===== src/sv/bafl_pkg.sv =====
// ----------------------------------------------------------------------------
// Box average filter package
// Shared types and constants for the box average filter.
// ----------------------------------------------------------------------------
package bafl_pkg;

    localparam int PIX_W      = 8;
    localparam int PIX_MAX    = 255;
    localparam int ROW_W      = 16;
    localparam int CFG_WID_W  = 12;
    localparam int CFG_RAD_W  = 2;
    localparam int CFG_IDX_W  = 8;
    localparam int CFG_DATA_W = 16;

    localparam logic [CFG_WID_W-1:0] RST_WIDTH  = 12'd640;
    localparam logic [ROW_W-1:0]     RST_HEIGHT = 16'd480;
    localparam logic [CFG_RAD_W-1:0] RST_RADIUS = 2'd3;

    typedef enum logic [CFG_IDX_W-1:0] {
        REG_IMAGE_WIDTH  = 8'd0,
        REG_IMAGE_HEIGHT = 8'd1,
        REG_RADIUS_ROWS  = 8'd2,
        REG_RADIUS_COLS  = 8'd3
    } cfg_reg_t;

    typedef enum logic [2:0] {
        ST_IDLE,
        ST_SETUP,
        ST_READ,
        ST_ACC,
        ST_FEED,
        ST_WAIT
    } seq_state_t;

    typedef struct packed {
        logic accept_ok;
        logic setup;
        logic read;
        logic feed;
    } seq_ctrl_t;

endpackage


===== src/sv/bafl_div_cell.sv =====
// ----------------------------------------------------------------------------
// Divider cell
// One restoring division step; settles one quotient bit and passes the
// partial remainder to the next cell.
// ----------------------------------------------------------------------------
module bafl_div_cell #(
    parameter int BIT   = 7,
    parameter int SUM_W = 14,
    parameter int CNT_W = 6
) (
    input  logic                       clk,
    input  logic                       rst_n,
    input  logic                       advance,
    input  logic                       in_vld,
    input  logic                       in_last,
    input  logic [SUM_W-1:0]           in_rem,
    input  logic [CNT_W-1:0]           in_div,
    input  logic [bafl_pkg::PIX_W-1:0] in_quo,
    output logic                       out_vld,
    output logic                       out_last,
    output logic [SUM_W-1:0]           out_rem,
    output logic [CNT_W-1:0]           out_div,
    output logic [bafl_pkg::PIX_W-1:0] out_quo
);
    import bafl_pkg::*;

    localparam int XW = SUM_W + PIX_W;

    logic [XW-1:0]    div_sh;
    logic [XW-1:0]    rem_x;
    logic             fits;
    logic [SUM_W-1:0] rem_next;
    logic [PIX_W-1:0] quo_next;
    logic             vld_reg;
    logic             last_reg;
    logic [SUM_W-1:0] rem_reg;
    logic [CNT_W-1:0] div_reg;
    logic [PIX_W-1:0] quo_reg;

    always_comb
    begin
        div_sh   = XW'(in_div) << BIT;
        rem_x    = XW'(in_rem);
        fits     = (rem_x >= div_sh);
        rem_next = fits ? SUM_W'(rem_x - div_sh) : in_rem;
        quo_next = in_quo | (PIX_W'(fits) << BIT);
    end

    always_ff @(posedge clk or negedge rst_n)
    begin
        if (!rst_n)
        begin
            vld_reg <= 1'b0;
        end
        else if (advance)
        begin
            vld_reg <= in_vld;
        end
    end

    always_ff @(posedge clk)
    begin
        if (advance)
        begin
            last_reg <= in_last;
            rem_reg  <= rem_next;
            div_reg  <= in_div;
            quo_reg  <= quo_next;
        end
    end

    assign out_vld  = vld_reg;
    assign out_last = last_reg;
    assign out_rem  = rem_reg;
    assign out_div  = div_reg;
    assign out_quo  = quo_reg;

endmodule


===== config.mk =====
export PLATFORM = sky130hd
export DESIGN_NAME = bafl_div_cell
export DESIGN_NICKNAME = d
export VERILOG_FILES = /design/src/sv/bafl_pkg.sv /design/src/sv/bafl_div_cell.sv
export SDC_FILE = /design/constraint.sdc
export NUM_CORES = 1
export LEC_CHECK = 0
export BUFFER_PORTS_ARGS = -buffer_cell sky130_fd_sc_hd__buf_2
export CORE_ASPECT_RATIO = 0.6
export CORE_MARGIN = 3
export CORE_UTILIZATION = 47
export CTS_BUF_LIST = sky130_fd_sc_hd__clkbuf_2 sky130_fd_sc_hd__clkbuf_4 sky130_fd_sc_hd__clkbuf_8
export DETAILED_ROUTE_END_ITERATION = 10
export PLACE_DENSITY = 0.81
export SYNTH_ARGS = -nofsm -noshare
export SYNTH_HDL_FRONTEND = slang
export SYNTH_SLANG_ARGS = --single-unit
export TNS_END_PERCENT = 20

===== constraint.sdc =====
create_clock -name clk -period 1.21 [get_ports clk]
set_clock_uncertainty 0.2 [all_clocks]
set_input_delay 0.121 -clock clk [delete_from_list [all_inputs] [get_ports clk]]
set_output_delay 0.121 -clock clk [all_outputs]
set_load 0.02 [all_outputs]

## Yosys cells after proc, flatten, opt, wreduce, memory -nomap -nowiden

Index checks and enable logic that the tools add are counted.

- Output and inout bits: 30
- Register bits after elaboration: 30
- Input bits: 33
- Logic and storage cells: 9

- Add/subtract/negate cells: 1
- Mux-type cells: 1
- Bitwise gates (word level): 1
- Magnitude comparators: 1

Operator list:

| kind | number |
|---|---|
| greater-or-equal comparator 14 x 13 -> 1 bit | 1 |
| 2-to-1 mux 14 bit | 1 |
| subtractor 14 x 13 -> 14 bit | 1 |
| OR 8 bit | 1 |

## Depth between registers and ports, before layout

Gate-level depths: netlist of the first run.

- Depth in word-level cells: 2
- Mapped depth: 7
- Depth with buffers taken out: 7

## Worst setup path after synthesis of the first run

OpenSTA, ideal clock, no wires.

- Path kind: input -> register
- Start point: input in_div[2]
- End point: register rem_reg[10], in the netlist out_rem[10], data pin
- Buffers on the path: 0
- Path slack: -0.758 ns
- Setup time: 0.260 ns
- Stages on the path: 6
- Data arrival time: 1.508 ns
- Required time: 0.750 ns
- Cell sequence: inv_1 ha_1 nor4bb_1 and4b_2 nor3_4 mux2_2

- Cells in the longest elaborated chain, start to end: 2
- Elaborated cells on any way between the ends: 3

RTL lines:

| item | RTL line | text |
|---|---|---|
| from (decl) | bafl_div_cell.sv:17 | `input logic [CNT_W-1:0] in_div,` |
| subtractor 14 x 13 -> 14 bit or greater-or-equal comparator 14 x 13 -> 1 bit (tied branches) | bafl_div_cell.sv:45, bafl_div_cell.sv:44 |  |
| 2-to-1 mux 14 bit (*) | bafl_div_cell.sv:45 | `rem_next = fits ? SUM_W'(rem_x - div_sh) : in_rem;` |
| named net rem_next[10] | bafl_div_cell.sv:32 | `logic [SUM_W-1:0] rem_next;` |
| to (signal assigned) | bafl_div_cell.sv:66 | `rem_reg <= rem_next;` |
| to (decl) | bafl_div_cell.sv:36 | `logic [SUM_W-1:0] rem_reg;` |

The timed path passes the listed nets; every way through them passes the cells marked *.
A chain may end at the register's enable or synchronous reset.

## Worst setup path after layout of the first run

- Start point: input in_div[4]
- End point: register rem_reg[12], in the netlist out_rem[12], data pin

The elaborated chain is that of the path after synthesis.

==> impl_summary.log, run 1 <==
INFO  metric mappedNetlistArea = roughly 1300 µm²
INFO  metric avgRoutedWirePerCell = around 23 µm
INFO  metric period_minus_slack = ~1.8 ns
INFO  metric grt_pass1_wl = 7.355 mm
INFO  metric floorplan.die.height = 47.36 µm
INFO  metric type_of_the_worst_setup_path = input port to flop
INFO  metric maxSlewHeadroom = around 68%
INFO  metric gpl.final_weighted_congestion = between 0.8 and 0.9
INFO  metric cts.htree.levels = 2
INFO  metric post-route-drc-count = 0
INFO  metric antenna_found_initial = 0
INFO  metric netlist.top_cell.by_area = edfxtp_1
INFO  metric vias_per_cell = approximately 5.8
INFO  metric switching_fraction_of_total_power = between 30% and 40%
INFO  metric peakVddDrop = 0.7749 mV
INFO  metric power_density = between 1000 and 1500 nW/µm²
INFO  metric first_global_vias = 1417
INFO  metric internal_power = 2.077 mW
INFO  metric clkTransAtPathRegs = about 0.070 ns
INFO  metric seq_power_share = a little over two fifths
INFO  metric clock-sinks = 30
INFO  metric worst_path_fanout_max = 5
INFO  metric multi_input_comb_area = 548.0 µm²
INFO  metric final_layout_size_suffix_gt1_share = between 50% and 60%
INFO  metric synth_area_per_cell = ~15 µm²
INFO  metric combinational_share_of_power = between 20 and 30%
INFO  metric clock_latency = roughly 0.28 ns
INFO  metric outcome = finished with violations
INFO  metric failing_checks = negative setup slack
INFO  metric ys_types = 30
INFO  metric rows = 14
INFO  metric place_hpwl = roughly 2.5 mm
INFO  metric finalCoreUtilization = 94.77%
INFO  metric synth_top_area_share = between 60% and 70%
INFO  metric placed_cells_incl_taps = a little over 200
INFO  metric synth_most_common_cell = edfxtp_1
INFO  metric die-width = about 75 µm
INFO  metric post_synth_main_area_contributors = edfxtp_1 65%, ha_1 5.6%, mux2_2 4.2%
INFO  metric vias = between 1000 and 1500
INFO  metric clock-root-buffer = clkbuf_8
INFO  metric groute.layer.met2.usage = between 50% and 60%
INFO  metric grt_util_met3 = 11.75%
INFO  metric initial_util = between 50% and 60%
INFO  metric number_of_antenna_violating_nets_in_the_routed_design = 0
INFO  metric synth_seq_area_share = about two thirds
INFO  metric final_critical_path_setup_slack = -0.5916 ns
INFO  metric nets = 250
INFO  metric timing.critical_path.from_type = input port
INFO  metric postSynth.asyncResetShare = 3.333%
INFO  metric netSwitchingPower = ~0.91 mW
INFO  metric ys_ff_latch = 30
INFO  metric synth_enable_flop_cells = 29
INFO  metric synthesis.nets = roughly 130
INFO  metric grt_max_degree = 13
INFO  metric cts_inserted_buffers = 5
INFO  metric first_iter_violations = 131
INFO  metric grt-busiest-layer = met2
INFO  metric cap_violations = 0
INFO  metric seq_area = ~900 µm²
INFO  metric crit_required = between 1 and 1.5 ns
INFO  metric area_enclosed_by_the_die_boundary = 3549 µm²
INFO  metric synthTopCellsByCount = 29 x edfxtp_1, 9 x inv_1, 6 x ha_1, 5 x a21oi_1, 5 x mux2_2
INFO  metric tritoncts = done
INFO  metric reg2reg_slack = between 0.2 and 0.25 ns
INFO  metric syn-instance-count = approximately 90
INFO  metric grt-ovfl-total = 0
INFO  metric actual_slew_at_the_worst_max_slew_pin = between 0.4 and 0.5 ns
INFO  metric final_cells = 243
INFO  metric worst_ep_arrival_time = approximately 1.6 ns
INFO  metric globalRouteTotalUtil = between 30 and 40%
INFO  metric core-area = between 2000 and 3000 µm²
INFO  metric port-buffer-count = a little over 60
INFO  metric antenna_cells_inserted = 0
INFO  metric synth_warnings = 0
INFO  metric timing.final.setup_violations = 8
INFO  metric area_growth_from_synthesis_to_final_layout = 84.59%
INFO  metric power.clock.fraction = approximately 28%
INFO  metric final-max-slew-violation-count = 0
INFO  metric cts-root-to-sink-buffers = 2
INFO  metric hold_path.class = input port to flop
INFO  metric crit_end_category = flop
INFO  metric hold_violations = 0
INFO  metric layout.filler_cells = between 60 and 70
INFO  metric synth_flop_cell = edfxtp_1
INFO  metric drt_pass1_iterations = 4
INFO  metric cellLeakagePower = 1.087 nW
INFO  metric met1_usage = about a third
INFO  metric wirelength = between 5 and 6 mm
INFO  metric final.period_utilization = 148.9%
INFO  metric rsz_0062_raised_after_global_routing = true
INFO  metric max_clock_freq = ~0.56 GHz
INFO  metric boundaryPins = 63
[layout make-up]
type                    count  area share (%)
multi-input cells          49           22.15
inverters                   9           1.973
flip-flops and latches     30           36.22
clock inverters             3          0.6576
clock buffers               5           2.782
repair buffers            115           34.60
well taps                  32           1.619
[critical path: stages]
cell,delay (ns)
buf_2,0.12
inv_2,0.05
ha_4,0.24
nand3_2,0.13
and4b_2,0.28
nor3_4,0.25
buf_6,0.15
mux2_4,0.30
[power groups by stage]
stage	Clock, mW	Combinational [mW]	Sequential, mW
6_report	0.822	0.872	1.29
5_1_grt	0.856	0.908	1.30
4_1_cts	0.799	0.775	1.28
3_5_place_dp	0	0.681	1.30
3_3_place_gp	0	0.666	1.30
2_1_floorplan	0	0.239	1.43
[per-layer routing]
metal	wire, µm	share of wire [%]
met2	2655	47
met5	0	0
met3	759	13
met1	1936	34
met4	309	5.5
[cells by family (layout without fill, tap and decap cells)]
family | count (synthesis) | count (layout) | share of synthesized area, %
XOR/XNOR | 2 | 2 | 1.307
adder cells (fa/ha/maj) | 7 | 7 | 7.096
flip-flops | 30 | 30 | 66.85
AO/OA/AOI/OAI | 13 | 13 | 5.977
multiplexers | 8 | 8 | 6.442
AND/OR/NAND/NOR | 19 | 19 | 9.806
buffers and inverters | 9 | 132 | 2.521
[stage by stage]
| step | area, µm² | setup TNS (ns) | setup slack (ns) | power, mW | hold slack [ns] |
|---|---|---|---|---|---|
| 6_report | 2474 | -4.224 | -0.5916 | 2.988 | 0.02017 |
| 5_1_grt | 2474 | -4.359 | -0.6038 | 3.063 | 0.02084 |
| 4_1_cts | 2421 | -3.376 | -0.4863 | 2.859 | 0.01317 |
| 3_5_place_dp | 2027 | -6.918 | -0.9490 | 1.985 | -0.3029 |
| 3_3_place_gp | 2027 | -6.363 | -0.8634 | 1.967 | -0.3043 |
| 2_1_floorplan | 1464 | -4.031 | -0.6092 | 1.673 | -0.3746 |
[path summary, 6_finish.rpt]
kind,to,depth (start not counted),startpoint
max,out_rem[12],8,in_div[4]
min,out_rem[13],1,advance
max reg2reg,out_vld,1,out_vld
min reg2reg,out_vld,1,out_vld
max in group asynchronous,out_vld,3,rst_n
min in group asynchronous,out_vld,3,rst_n
[repair_timing]
action / 4_1_cts / 5_1_grt
endpoints found under the hold margin: 25 / 0
setup buffers: 0 / 2
setup endpoints to repair: 8 / 10
hold buffers: 26 / 0
pin swaps: 2 / 5
gates resized for setup: 11 / 12
[state kept, by name (all words and copies together) (netlist names)]
signal and cells:
out_last 1, out_quo 8, out_div 6, out_rem 14, out_vld 1
[cell usage in the layout, fill, tap and decap left out, types with 2 or more instances in the layout]
cell,instances
nor3b_1,2
buf_4,21
inv_1,3
a21oi_2,2
nor2_1,3
buf_8,3
nand2_1,2
buf_12,2
inv_2,4
clkbuf_8,5
ha_4,6
a21oi_1,3
dlygate4sd3_1,26
mux2_4,4
buf_2,57
buf_6,6
mux2i_1,3
edfxtp_1,29
Note: power is estimated with default switching activity, not from simulation.
==> run 2: changes to the inputs <==
--- a/config.mk
+++ b/config.mk
@@ -12,6 +12,7 @@
 export CTS_BUF_LIST = sky130_fd_sc_hd__clkbuf_2 sky130_fd_sc_hd__clkbuf_4 sky130_fd_sc_hd__clkbuf_8
 export DETAILED_ROUTE_END_ITERATION = 10
 export PLACE_DENSITY = 0.81
+export SETUP_SLACK_MARGIN = 0.1
 export SYNTH_ARGS = -nofsm -noshare
 export SYNTH_HDL_FRONTEND = slang
 export SYNTH_SLANG_ARGS = --single-unit
==> run 2 against run 1 <==
  * The flow now stops in clock tree synthesis (4_1_cts)
  * Synthesized cell count unchanged
  * Area after synthesis unchanged
==> impl_summary.log, run 2 <==
INFO  metric mappedNetlistArea = ~1300 µm²
INFO  metric rows = 14
INFO  metric post_synthesis_compound_gate_area_fraction = 5.976%
INFO  metric yosys-mux-area-fraction = ~6.4%
INFO  metric run.stop_error = [ERROR DPL-0033] detailed placement checks failed during check placement.
INFO  metric dominant_combinational_cell_family_by_area_after_synthesis = simple AND/OR/NAND/NOR gates
INFO  metric clock-root-buffer = clkbuf_8
INFO  metric placed_instance_area = 2027 µm²
INFO  metric outcome = did not finish
INFO  metric exit_stage = clock tree synthesis (4_1_cts)
INFO  metric gpl.final_weighted_congestion = 0.8709
INFO  metric post_cts_buffers = 1
INFO  metric synth_simple_gate_area_share = under 10%
INFO  metric holdBufCountCts = 25
INFO  metric ys_ff_latch = 30
INFO  metric synth_seq_area_share = approximately two thirds
INFO  metric boundaryPins = 63
INFO  metric synthTopCellsByCount = 29 x edfxtp_1, 9 x inv_1, 6 x ha_1, 5 x a21oi_1, 5 x mux2_2
INFO  metric syn-instance-count = around 90
INFO  metric clock-sinks = 30
INFO  metric place_hpwl = roughly 2.5 mm
INFO  metric synth_flop_cell = edfxtp_1
INFO  metric yosys.area_share.adder = about 7.1%
INFO  metric port-buffer-count = a little over 60
INFO  metric yosys.area_share.xor_xnor = 1.307%
INFO  metric synth_top_area_share = 64.99%
INFO  metric postSynth.asyncResetShare = 3.333%
INFO  metric synthesis.nets = roughly 130
INFO  metric synth_enable_flop_cells = 29
INFO  metric ys_types = 30
INFO  metric synth_most_common_cell = edfxtp_1
INFO  metric cts.htree.levels = 2
INFO  metric synth_area_per_cell = 15.23 µm²
INFO  metric netlist.top_cell.by_area = edfxtp_1
INFO  metric post_synth_main_area_contributors = edfxtp_1 65%, ha_1 5.6%, mux2_2 4.2%
INFO  metric post_cts.resized_instances = 72
INFO  metric cts_inserted_buffers = 5
INFO  metric floorplan.die.height = between 40 and 50 µm
INFO  metric post-place-ws = -0.9490 ns
INFO  metric cts-root-to-sink-buffers = 2
INFO  metric synth_warnings = 0
INFO  metric initial_util = 51.34%
INFO  metric die-width = about 75 µm
## run 2: cell counts after synthesis
Identical to the previous run, type by type.
## run 2: cells by family after synthesis
kind of cell | Yosys count
AO/OA/AOI/OAI | 13
multiplexers | 8
XOR/XNOR | 2
adder cells (fa/ha/maj) | 7
flip-flops | 30
AND/OR/NAND/NOR | 19
buffers and inverters | 9
## run 2: through the flow
stage	std cells	util [%]	hold WS, ns
after floorplan	88	-	-0.3746
after global placement	207	77.66	-0.3043
after detailed placement	207	77.66	-0.3029
==> run 3: changes to the inputs <==
==> config.mk (replaced) <==
export PLATFORM = sky130hd
export DESIGN_NAME = bafl_div_cell
export DESIGN_NICKNAME = d
export VERILOG_FILES = /design/src/sv/bafl_pkg.sv /design/src/sv/bafl_div_cell.sv
export SDC_FILE = /design/constraint.sdc
export NUM_CORES = 1
export LEC_CHECK = 0
export BUFFER_PORTS_ARGS = -buffer_cell sky130_fd_sc_hd__buf_2
export CORE_MARGIN = 3
export CORE_UTILIZATION = 35
export DETAILED_ROUTE_END_ITERATION = 10
export PLACE_DENSITY_LB_ADDON = 0.15
export SYNTH_ARGS = -nofsm -noshare
export SYNTH_HDL_FRONTEND = slang
export SYNTH_SLANG_ARGS = --single-unit
export TNS_END_PERCENT = 20
==> run 3 against run 2 <==
  * The flow now finishes, with violations (negative setup slack)
==> impl_summary.log, run 3 (synthesized netlist as in run 1, its figures left out) <==
INFO  metric outcome = finished with violations
INFO  metric failing_checks = negative setup slack
INFO  metric worst_path_fanout_max = 4
INFO  metric placed_cells_incl_taps = between 200 and 250
INFO  metric rows = 21
INFO  metric totalNegativeSetupSlack = -3.411 ns
INFO  metric peakVddDrop = between 0.4 and 0.5 mV
INFO  metric worst_r2r_startpoint = out_vld
INFO  metric hold_slack = about 0.035 ns
INFO  metric area_enclosed_by_the_die_boundary = roughly 4600 µm²
INFO  metric timing.hold.worst.start = advance
INFO  metric design_area = between 2000 and 2500 µm²
INFO  metric crit_end_category = flop
INFO  metric grt_max_degree = 18
INFO  metric cts_inserted_buffers = 5
INFO  metric drt_pass1_iterations = 3
INFO  metric power.total = around 2.8 mW
INFO  metric first_iter_violations = 33
INFO  metric placed_instance_area = about 2000 µm²
INFO  metric number_of_antenna_violating_nets_in_the_routed_design = 0
INFO  metric grt-ovfl-total = 0
INFO  metric met2RoutedLength = around 1.9 mm
INFO  metric clock-sinks = 30
INFO  metric clock_latency = roughly 0.27 ns
INFO  metric cap_violations = 0
INFO  metric place_hpwl = roughly 2.6 mm
INFO  metric worst_hold_path_endpoint = out_vld
INFO  metric power_density = about 1100 nW/µm²
INFO  metric layout.filler_cells = 246
INFO  metric hold_path_depth = 2
INFO  metric worst_r2r_endpoint = out_vld
INFO  metric first_global_vias = ~1200
INFO  metric wirelength = approximately 3.5 mm
INFO  metric vias = around 1200
INFO  metric clock-root-buffer = clkbuf_8
INFO  metric timing.critical_path.from_type = input port
INFO  metric max_clock_freq = 0.5918 GHz
INFO  metric final_critical_path_setup_slack = -0.4798 ns
INFO  metric post-place-ws = -0.8643 ns
INFO  metric cts.htree.levels = 2
INFO  metric tritoncts = done
INFO  metric cellLeakagePower = 1.081 nW
INFO  metric crit_required = 1.03 ns
INFO  metric type_of_the_worst_setup_path = input port to flop
INFO  metric final-max-slew-violation-count = 0
INFO  metric finalCoreUtilization = a little over two thirds
INFO  metric final_cells = between 200 and 300
INFO  metric area_growth_from_synthesis_to_final_layout = 83.57%
INFO  metric vias_per_cell = roughly 4.6
INFO  metric grt_pass1_wl = roughly 5.4 mm
INFO  metric cts-root-to-sink-buffers = 2
INFO  metric multi_input_comb_area = ~550 µm²
INFO  metric maxSlewHeadroom = 78.65%
INFO  metric globalRouteTotalUtil = between 10% and 20%
INFO  metric largest_register_ffs = 14
INFO  metric period_minus_slack = around 1.7 ns
INFO  metric die-width = a little under 70 µm
INFO  metric avgRoutedWirePerCell = 13.52 µm
INFO  metric core-area = between 3000 and 4000 µm²
INFO  metric floorplan.die.height = 67.88 µm
INFO  metric hold_path.class = input port to flop
INFO  metric met1_length = between 1 and 1.5 mm
INFO  metric boundaryPins = 63
INFO  metric nets = 251
INFO  metric gpl.final_weighted_congestion = between 0.7 and 0.8
INFO  metric antenna_found_initial = 0
INFO  metric antenna_cells_inserted = 0
INFO  metric top_layer = met4
INFO  metric post-route-drc-count = 0
INFO  metric detailroute.wirelength.met3 = approximately 200 µm
INFO  metric reg2reg_slack = 0.27 ns
INFO  metric rsz_0062_raised_after_global_routing = true
INFO  metric layout.cells.most_common = buf_2
INFO  metric layout_common_cells = 58 x buf_2, 29 x edfxtp_1, 26 x buf_4, 25 x dlygate4sd3_1, 6 x ha_4
INFO  metric port-buffer-count = 62
INFO  metric final_layout_size_suffix_gt1_share = 57.55%
INFO  metric worstRegToRegCells = 1
INFO  metric worst_ep_arrival_time = approximately 1.5 ns
INFO  metric actual_slew_at_the_worst_max_slew_pin = ~0.32 ns
INFO  metric initial_util = a little under two fifths
INFO  metric clkTransAtPathRegs = about 0.060 ns
INFO  metric seq_area = approximately 900 µm²
INFO  metric timing.final.setup_violations = 8
INFO  metric hold_violations = 0
INFO  metric final.period_utilization = 139.7%
## run 3: power breakdown
group | leakage [nW] | switching, mW | internal (mW)
clock | 0.0426 | 0.331 | 0.394
sequential | 0.296 | 0.0235 | 1.26
combinational | 0.743 | 0.374 | 0.403
## run 3: how the worst max path moves through the flow
stage / depth (start not counted) / start / slack (ns) / endpoint
finish: 8 / in_div[1] / -0.48 / out_rem[9]
global route: 8 / in_div[1] / -0.54 / out_rem[9]
CTS: 8 / in_div[2] / -0.49 / out_rem[9]
detailed placement: 8 / in_div[2] / -0.86 / out_rem[9]
global placement: 8 / in_div[2] / -0.82 / out_rem[10]
floorplan: 6 / in_div[2] / -0.61 / out_rem[10]
## run 3: per-layer routing
metal,GRT usage (%),vias to the layer above
li1,-,583
met2,30.98,35
met5,0,-
met4,6.700,0
met3,3.777,4
met1,17.20,553
## run 3: final cells by class
class,instances,area share (%)
repair buffers,116,33.77
multi-input cells,49,22.18
flip-flops and latches,30,36.42
clock inverters,2,0.3561
clock buffers,6,2.950
well taps,46,2.340
inverters,9,1.984
## run 3: critical path, cell delays in order
cell and delay (ns):
buf_8 0.08, inv_4 0.03, ha_4 0.25, nor4bb_4 0.25
and4b_2 0.30, nor3_4 0.06, buf_6 0.13, mux2_4 0.29
## run 3: what timing repair did
item,4_1_cts,5_1_grt
setup buffers,1,1
gates resized for setup,9,9
setup endpoints to repair,8,8
pin swaps,3,4
hold buffers,25,0
hold endpoints to repair,24,0
